## src/rtl/core/spq_pkg.sv

```systemverilog
package spq_pkg;

    // Widest tag the storage may be configured for.
    localparam int TAG_MAX_BITS = 64;

    localparam logic [1:0] STATUS_ENQ   = 2'd0;
    localparam logic [1:0] STATUS_DEQ   = 2'd1;
    localparam logic [1:0] STATUS_EMPTY = 2'd2;
    localparam logic [1:0] STATUS_FULL  = 2'd3;

    localparam logic OP_ENQ = 1'b0;
    localparam logic OP_DEQ = 1'b1;

    typedef struct packed {
        logic        operation;
        logic [2:0]  priority_req;
        logic [31:0] tag;
    } cmd_t;

    typedef struct packed {
        logic [1:0]  status;
        logic [2:0]  out_priority;
        logic [31:0] out_tag;
        logic [6:0]  occupancy;
    } result_t;

    typedef enum logic {
        ST_IDLE,
        ST_EXEC
    } state_t;

    typedef struct packed {
        logic rd_en;
        logic tag_we;
        logic link_we;
    } mem_ctl_t;

endpackage

```

## src/rtl/core/spq_store.sv

```systemverilog
module spq_store #(
    parameter int DEPTH    = 64,
    parameter int TAG_BITS = 32
) (
    input  logic                 clk,
    input  logic                 rst_n,
    input  spq_pkg::mem_ctl_t    ctl,
    input  logic [$clog2(DEPTH)-1:0] rd_addr,
    input  logic [$clog2(DEPTH)-1:0] tag_addr,
    input  logic [TAG_BITS-1:0]  tag_wdata,
    input  logic [$clog2(DEPTH)-1:0] link_addr,
    input  logic [$clog2(DEPTH)-1:0] link_wdata,
    output logic [TAG_BITS-1:0]  rd_tag,
    output logic [$clog2(DEPTH)-1:0] rd_link
);

    localparam int AW = $clog2(DEPTH);

    logic [TAG_BITS-1:0] tag_mem [DEPTH];
    logic [AW-1:0]       link_mem [DEPTH];

    logic [TAG_BITS-1:0] rd_tag_reg;
    logic [AW-1:0]       link_q_reg;
    logic [AW-1:0]       rd_addr_reg;

    // Slots at or above this mark were never allocated; their link is the
    // free chain successor.
    logic [AW:0] fresh_reg;
    logic [AW:0] fresh_next;
    logic [AW-1:0] succ;

    always_ff @(posedge clk)
    begin
        if (ctl.tag_we)
        begin
            tag_mem[tag_addr] <= tag_wdata;
        end
        if (ctl.link_we)
        begin
            link_mem[link_addr] <= link_wdata;
        end
        if (ctl.rd_en)
        begin
            rd_tag_reg  <= tag_mem[rd_addr];
            link_q_reg  <= link_mem[rd_addr];
            rd_addr_reg <= rd_addr;
        end
    end

    always_comb
    begin
        fresh_next = fresh_reg;
        if (ctl.tag_we && ({1'b0, tag_addr} == fresh_reg))
        begin
            fresh_next = (AW+1)'(fresh_reg + 1'b1);
        end
    end

    always_ff @(posedge clk or negedge rst_n)
    begin
        if (!rst_n)
        begin
            fresh_reg <= '0;
        end
        else
        begin
            fresh_reg <= fresh_next;
        end
    end

    always_comb
    begin
        succ = (rd_addr_reg == AW'(DEPTH - 1)) ? '0 : AW'(rd_addr_reg + 1'b1);
    end

    assign rd_tag  = rd_tag_reg;
    assign rd_link = ({1'b0, rd_addr_reg} >= fresh_reg) ? succ : link_q_reg;

endmodule

```

## src/rtl/core/stable_priority_queue.sv

```systemverilog
// A command transferred while idle reads the link and tag memories; busy is then high
// in EXEC for the write-back, and the result shows with done high in the cycle after.
// No new command is taken while busy, because of the read then write-back of the
// link and tag memories. The receiver cannot stall; done lasts exactly one cycle.
// Reset (rst_n low, asynchronous): queue empty, free chain in slot order, no clearing
// pass; the block takes a command in the first cycle after reset is released.
module stable_priority_queue #(
    parameter int QUEUE_DEPTH = 64,
    parameter int NUM_CLASSES = 5,
    parameter int TAG_BITS    = 32
) (
    input  logic             clk,
    input  logic             rst_n,
    input  logic             start,
    input  spq_pkg::cmd_t    cmd,
    output logic             busy,
    output logic             done,
    output spq_pkg::result_t result
);

    localparam int AW   = $clog2(QUEUE_DEPTH);
    localparam int CNTW = $clog2(QUEUE_DEPTH + 1);
    localparam int CW   = $clog2(NUM_CLASSES);

    spq_pkg::state_t  state_reg;
    spq_pkg::state_t  state_next;
    logic             exec;
    logic             accept;

    spq_pkg::cmd_t    cmd_reg;
    spq_pkg::cmd_t    act_cmd;

    // Per-class list heads and tails, plus the free list head.
    logic [AW-1:0]          class_head_reg [NUM_CLASSES];
    logic [AW-1:0]          class_head_next [NUM_CLASSES];
    logic [AW-1:0]          class_tail_reg [NUM_CLASSES];
    logic [AW-1:0]          class_tail_next [NUM_CLASSES];
    logic [NUM_CLASSES-1:0] nonempty_reg;
    logic [NUM_CLASSES-1:0] nonempty_next;
    logic [AW-1:0]          free_head_reg;
    logic [AW-1:0]          free_head_next;
    logic [CNTW-1:0]        count_reg;
    logic [CNTW-1:0]        count_next;

    spq_pkg::result_t result_reg;
    spq_pkg::result_t result_next;
    logic             done_reg;
    logic             done_next;

    logic [CW-1:0] req_cls;
    logic [CW-1:0] sel_cls;
    logic [CW-1:0] idx;
    logic          any;
    logic [AW-1:0] head_sel;
    logic [AW-1:0] tail_sel;
    logic          ne_sel;

    spq_pkg::mem_ctl_t mem_ctl;
    logic [AW-1:0]       rd_addr;
    logic [AW-1:0]       link_addr;
    logic [AW-1:0]       link_wdata;
    logic [TAG_BITS-1:0] tag_wdata;
    logic [TAG_BITS-1:0] rd_tag;
    logic [AW-1:0]       rd_link;
    logic [spq_pkg::TAG_MAX_BITS-1:0] tag_wide_in;
    logic [spq_pkg::TAG_MAX_BITS-1:0] tag_wide_out;

    // ---------------------------------------------------------------
    // Control: IDLE takes a transfer, EXEC does the write-back.
    // ---------------------------------------------------------------
    always_comb
    begin
        case (state_reg)
            spq_pkg::ST_IDLE: state_next = accept ? spq_pkg::ST_EXEC : spq_pkg::ST_IDLE;
            spq_pkg::ST_EXEC: state_next = spq_pkg::ST_IDLE;
            default:          state_next = spq_pkg::ST_IDLE;
        endcase
    end

    always_comb
    begin
        case (state_reg)
            spq_pkg::ST_EXEC:
            begin
                busy = 1'b1;
                exec = 1'b1;
            end
            default:
            begin
                busy = 1'b0;
                exec = 1'b0;
            end
        endcase
    end

    assign accept = start && !busy;

    // Work on the held command during EXEC and on the incoming one otherwise,
    // so one class index serves the memory read and the write-back.
    assign act_cmd = busy ? cmd_reg : cmd;

    // Saturate an out-of-range class to the least urgent one.
    always_comb
    begin
        if (32'(act_cmd.priority_req) >= NUM_CLASSES)
        begin
            req_cls = CW'(NUM_CLASSES - 1);
        end
        else
        begin
            req_cls = CW'(act_cmd.priority_req);
        end
    end

    // Pick the most urgent class that holds an entry.
    always_comb
    begin
        sel_cls = '0;
        for (int i = NUM_CLASSES - 1; i >= 0; i--)
        begin
            if (nonempty_reg[i])
            begin
                sel_cls = CW'(i);
            end
        end
    end

    assign any      = |nonempty_reg;
    assign idx      = (act_cmd.operation == spq_pkg::OP_DEQ) ? sel_cls : req_cls;
    assign head_sel = class_head_reg[idx];
    assign tail_sel = class_tail_reg[idx];
    assign ne_sel   = nonempty_reg[idx];

    // Read the slot that the command will touch: the free head for an
    // enqueue, the head of the chosen class for a dequeue.
    assign rd_addr = (act_cmd.operation == spq_pkg::OP_DEQ) ? head_sel : free_head_reg;

    assign tag_wide_in  = spq_pkg::TAG_MAX_BITS'(cmd_reg.tag);
    assign tag_wdata    = tag_wide_in[TAG_BITS-1:0];
    assign tag_wide_out = spq_pkg::TAG_MAX_BITS'(rd_tag);

    // ---------------------------------------------------------------
    // Write-back: update the lists from the read data and form the result.
    // ---------------------------------------------------------------
    always_comb
    begin
        class_head_next = class_head_reg;
        class_tail_next = class_tail_reg;
        nonempty_next   = nonempty_reg;
        free_head_next  = free_head_reg;
        count_next      = count_reg;
        result_next     = result_reg;
        done_next       = 1'b0;
        mem_ctl.rd_en   = accept;
        mem_ctl.tag_we  = 1'b0;
        mem_ctl.link_we = 1'b0;
        link_addr       = free_head_reg;
        link_wdata      = free_head_reg;

        if (exec)
        begin
            done_next   = 1'b1;
            result_next = '0;
            if (cmd_reg.operation == spq_pkg::OP_ENQ)
            begin
                if (count_reg == CNTW'(QUEUE_DEPTH))
                begin
                    // Refuse the entry; hold all state.
                    result_next.status = spq_pkg::STATUS_FULL;
                end
                else
                begin
                    mem_ctl.tag_we = 1'b1;
                    if (ne_sel)
                    begin
                        // Append behind the current tail.
                        mem_ctl.link_we = 1'b1;
                        link_addr       = tail_sel;
                        link_wdata      = free_head_reg;
                    end
                    else
                    begin
                        class_head_next[idx] = free_head_reg;
                    end
                    class_tail_next[idx] = free_head_reg;
                    nonempty_next[idx]   = 1'b1;
                    free_head_next       = rd_link;
                    count_next           = CNTW'(count_reg + 1'b1);
                    result_next.status   = spq_pkg::STATUS_ENQ;
                end
            end
            else
            begin
                if (!any)
                begin
                    result_next.status = spq_pkg::STATUS_EMPTY;
                end
                else
                begin
                    // Drop the head slot of the class and push it onto the free list.
                    if (head_sel == tail_sel)
                    begin
                        nonempty_next[idx] = 1'b0;
                    end
                    else
                    begin
                        class_head_next[idx] = rd_link;
                    end
                    mem_ctl.link_we          = 1'b1;
                    link_addr                = head_sel;
                    link_wdata               = free_head_reg;
                    free_head_next           = head_sel;
                    count_next               = CNTW'(count_reg - 1'b1);
                    result_next.status       = spq_pkg::STATUS_DEQ;
                    result_next.out_priority = 3'(idx);
                    result_next.out_tag      = tag_wide_out[31:0];
                end
            end
            result_next.occupancy = 7'(count_next);
        end
    end

    spq_store #(
        .DEPTH    (QUEUE_DEPTH),
        .TAG_BITS (TAG_BITS)
    ) u_store (
        .clk        (clk),
        .rst_n      (rst_n),
        .ctl        (mem_ctl),
        .rd_addr    (rd_addr),
        .tag_addr   (free_head_reg),
        .tag_wdata  (tag_wdata),
        .link_addr  (link_addr),
        .link_wdata (link_wdata),
        .rd_tag     (rd_tag),
        .rd_link    (rd_link)
    );

    // Hold the command payload for the write-back cycle.
    always_ff @(posedge clk)
    begin
        if (accept)
        begin
            cmd_reg <= cmd;
        end
        result_reg <= result_next;
    end

    always_ff @(posedge clk or negedge rst_n)
    begin
        if (!rst_n)
        begin
            state_reg     <= spq_pkg::ST_IDLE;
            nonempty_reg  <= '0;
            free_head_reg <= '0;
            count_reg     <= '0;
            done_reg      <= 1'b0;
            for (int i = 0; i < NUM_CLASSES; i++)
            begin
                class_head_reg[i] <= '0;
                class_tail_reg[i] <= '0;
            end
        end
        else
        begin
            state_reg      <= state_next;
            nonempty_reg   <= nonempty_next;
            free_head_reg  <= free_head_next;
            count_reg      <= count_next;
            done_reg       <= done_next;
            class_head_reg <= class_head_next;
            class_tail_reg <= class_tail_next;
        end
    end

    assign done   = done_reg;
    assign result = result_reg;

endmodule

```

## config.mk

```make
export PLATFORM = sky130hd
export DESIGN_NAME = stable_priority_queue
export DESIGN_NICKNAME = d
export VERILOG_FILES = /design/src/rtl/core/spq_pkg.sv /design/src/rtl/core/spq_store.sv /design/src/rtl/core/stable_priority_queue.sv
export SDC_FILE = /design/constraint.sdc
export NUM_CORES = 2
export LEC_CHECK = 0
export BUFFER_PORTS_ARGS = -buffer_cell sky130_fd_sc_hd__buf_2
export CORE_MARGIN = 1
export CORE_UTILIZATION = 45
export DETAILED_ROUTE_END_ITERATION = 10
export PLACE_DENSITY = 0.65
export SYNTH_ARGS = -nofsm -noshare
export SYNTH_HDL_FRONTEND = slang
export SYNTH_HIERARCHICAL = 1
export SYNTH_SLANG_ARGS = --single-unit
```

## constraint.sdc

```tcl
create_clock -name clk -period 8 [get_ports clk]
set_clock_uncertainty 0.15 [all_clocks]
set_input_delay 2 -clock clk [delete_from_list [all_inputs] [get_ports clk]]
set_output_delay 2 -clock clk [all_outputs]
set_load 0.02 [all_outputs]
```

==> results.toml <==
[yosys]
synth_nets = 4824
synth_top_family_by_area = "multiplexers"
synth_compound_area_share_pct = 3.57
syn_avg_cell_area_um2 = 21.4
yosys.area.top_type_share_pct = 75.0
ys_ff_latch = 2643
synth_warnings = 6
synthTopCellsByArea = "edfxtp_1, mux4_2, dfrtp_1, mux2i_1, nor2_1"
synth_top_area_cell = "edfxtp_1"
synth_edf_count = 2556
synthMuxAreaShare_pct = 14.9
ys_seq_area_share_pct = 77.2
synth.distinct_cells = 89
synthAdderAreaFrac_pct = 0.122
synthFlopType = "edfxtp_1"
async_reset_ff_share_pct = 3.29
syn_inst = 4775
synth_xor_xnor_area_share_pct = 0.300
syn-cell-area_um2 = 102000
synthSimpleGateAreaFrac_pct = 2.46

[min_path]
hold_path_class = "flop to flop"

[floorplanning]
start_util_pct = 45.4
fp.dieH_um = 479
dieArea_um2 = 229000
fp-row-count = 174
ioPinCount = 85
core_um2 = 225000
die_w_um = 479

[placement]
io_buffers = 84
dp_cells = 7824
dp_hpwl_um = 158000
place_area_um2 = 108000
gp_congestion = 0.871

[timing]
drv_slew = 0
hold_ws_ps = 356
tns_ps = 0
finalCritPeriodShare_pct = 83.4
hold_violations = 0
fmax_mhz = 150
min_period_ps = 6670
maxSlewHeadroom_pct = 8.21
finalSetupViolCount = 0
worst_pin_slew_ps = 1370
rsz0062_at_grt = "false"

[pwr]
finalPower_mw = 36.8
p_clk_share_pct = 32.7
power_frac_seq_pct = 44.0
leakage_nw = 36.8
p_int_mw = 26.2
p_per_area_nw_per_um2 = 317
peakVddDrop_mv = 0.194
p_sw_mw = 10.6
sw_frac_of_total_pct = 28.7
pwr-share-comb_pct = 23.2

[route]
drc = 2
vias = 52300
avgRoutedWirePerCell_um = 32.7
wl_um = 271000
vias_per_cell = 6.31
ant_nets = 0
drtIter0Drc = 7215
first_pass_iters = 8

[cts]
cts_tree = "built"
hold_buffers = 0
numCtsBuffers = 275
cts_max_path_buffers = 4
clk_latency_ps = 930
path_clk_slew_ps = 60
clock-sinks = 2643
post_cts_buffers = 0
post_cts_resized = 0
cts-root-buf = "clkbuf_16"
htreeDepth = 5

[critical_path]
cp.required_ps = 8520
path_class = "input pin to flop"
crit_arrival_ps = 7190
crit_path_start_kind = "input pin"
path_max_fanout = 41
crit_path_end_kind = "flop"

[finish]
nFillCells = 17400
multi_input_area_um2 = 22400
largest_reg_flops = 2048
drive_gt1_share_pct = 26.8
areaGrowthSynthToFinish_pct = 13.4
num-nets-final = 5158
design_area_um2 = 116000
layout.cells.non_filler = 8292
seq_area_um2 = 78900

[run_status]
violations = "DRC"
outcome = "finished, violations left"

[global_routing]
antenna_found_initial = 5
grtUsageTotal_pct = 23.6
grt_overflow_total = 0
grt_pass1_vias = 51600
grt_first_pass_wirelength_um = 384000
grt_max_degree = 86

[flow_run]
maxCapViolCount = 0
[cell usage after synthesis (17+ instances only)]
master	number
a21oi_1	94
a221oi_1	54
a22o_1	40
a22oi_1	17
and3_1	43
buf_2	78
buf_4	45
buf_6	18
clkbuf_1	112
dfrtp_1	87
edfxtp_1	2556
mux2_1	30
mux2_2	46
mux2i_1	105
mux4_2	590
nand2_1	119
nand3_1	48
nand4_1	17
nor2_1	188
nor2b_1	25
nor3_1	41
o21ai_0	50
o221ai_1	51
o22ai_1	67
xnor2_1	20
[final timing paths]
kind                                    from            endpoint  slack, ps  depth (start not counted)
setup / recovery                     cmd[35]  u_store/rd_tag[10]       1330                         15
hold / removal             class_tail_reg[6]   class_tail_reg[6]        360                          1
setup reg to reg                   state_reg  u_store/rd_tag[10]       1820                         14
hold reg to reg            class_tail_reg[6]   class_tail_reg[6]        360                          1
max in group asynchronous              rst_n    free_head_reg[1]       5630                          2
min in group asynchronous              rst_n                done        760                          1
[logic make-up (layout without fill, tap and decap cells)]
group / count (synthesis) / in the layout
adders and majority gates: 10 / 10
buffers and inverters: 287 / 809
DFF: 2643 / 2643
xor gates and xnor gates: 35 / 35
muxes: 773 / 773
AOI/OAI and AO/OA: 490 / 490
other: 0 / 3
and+or+nand+nor: 537 / 537
[metal layers]
metal	share of wire, %	track usage [%]
met4	3.3	7.58
met2	48	36.9
met1	40	33.7
met5	0	0
met3	9.1	4.15
[final cells by class]
cell class	instances	area share, %
sequential	2643	68.1
multi-input combinational	1845	19.3
clock buffer	354	6.37
tap	2992	3.23
timing repair buffer	326	2.22
clock inverter	111	0.742
inverter	18	0.0583
antenna	3	0.00647
[layout by cell type, fill, tap and decap left out, types with 8 or more instances in the layout]
cell type  instances
dfrtp_1           80
o21ai_0           49
buf_4            216
clkinv_2          35
xor2_1            15
mux2_1            30
a311oi_1           8
buf_2             83
o221ai_1          51
o211a_1           12
clkinv_1          58
nor2_1           125
o21ai_1           10
clkbuf_16        284
a21oi_1           91
xnor2_1           20
mux2_2            46
and3_1            43
nand4_1           17
nor3_1            36
mux4_2           590
inv_1             16
ha_1              10
buf_12            27
bufinv_16         14
a211oi_1          11
mux2i_1          105
a22oi_1           17
nor2_4            62
clkbuf_1          68
nand2_1          118
nand3_1           48
nor2b_1           22
edfxtp_1        2556
o22ai_1           67
a221oi_1          54
nand2b_1          13
a22o_1            40
[per-stage QoR]
step	util, %	worst slack (ps)
after floorplan	-	1800
after global placement	47.8	458
after detailed placement	47.8	477
after CTS	51.5	1400
after global routing	51.5	1180
final	51.5	1330
[critical path, stage by stage]
cell	delay, ps
buf_2	140
mux2_4	370
a32oi_4	240
and2_1	610
nand2_1	310
o211a_1	230
a211oi_1	320
a21o_4	720
buf_12	340
nand2b_1	550
o221ai_1	250
a41oi_1	250
or3_1	190
o21ai_0	280
and3_1	290
[power groups by stage]
stage | sequential, mW | combinational (mW) | clock (mW)
finish | 16.2 | 8.55 | 12.0
global route | 16.2 | 8.95 | 12.7
CTS | 16.2 | 8.57 | 12.2
global placement | 16.5 | 8.48 | 0
detailed placement | 16.5 | 8.53 | 0
floorplan | 16.5 | 5.35 | 0
Note: power is estimated with default switching activity, not from simulation.
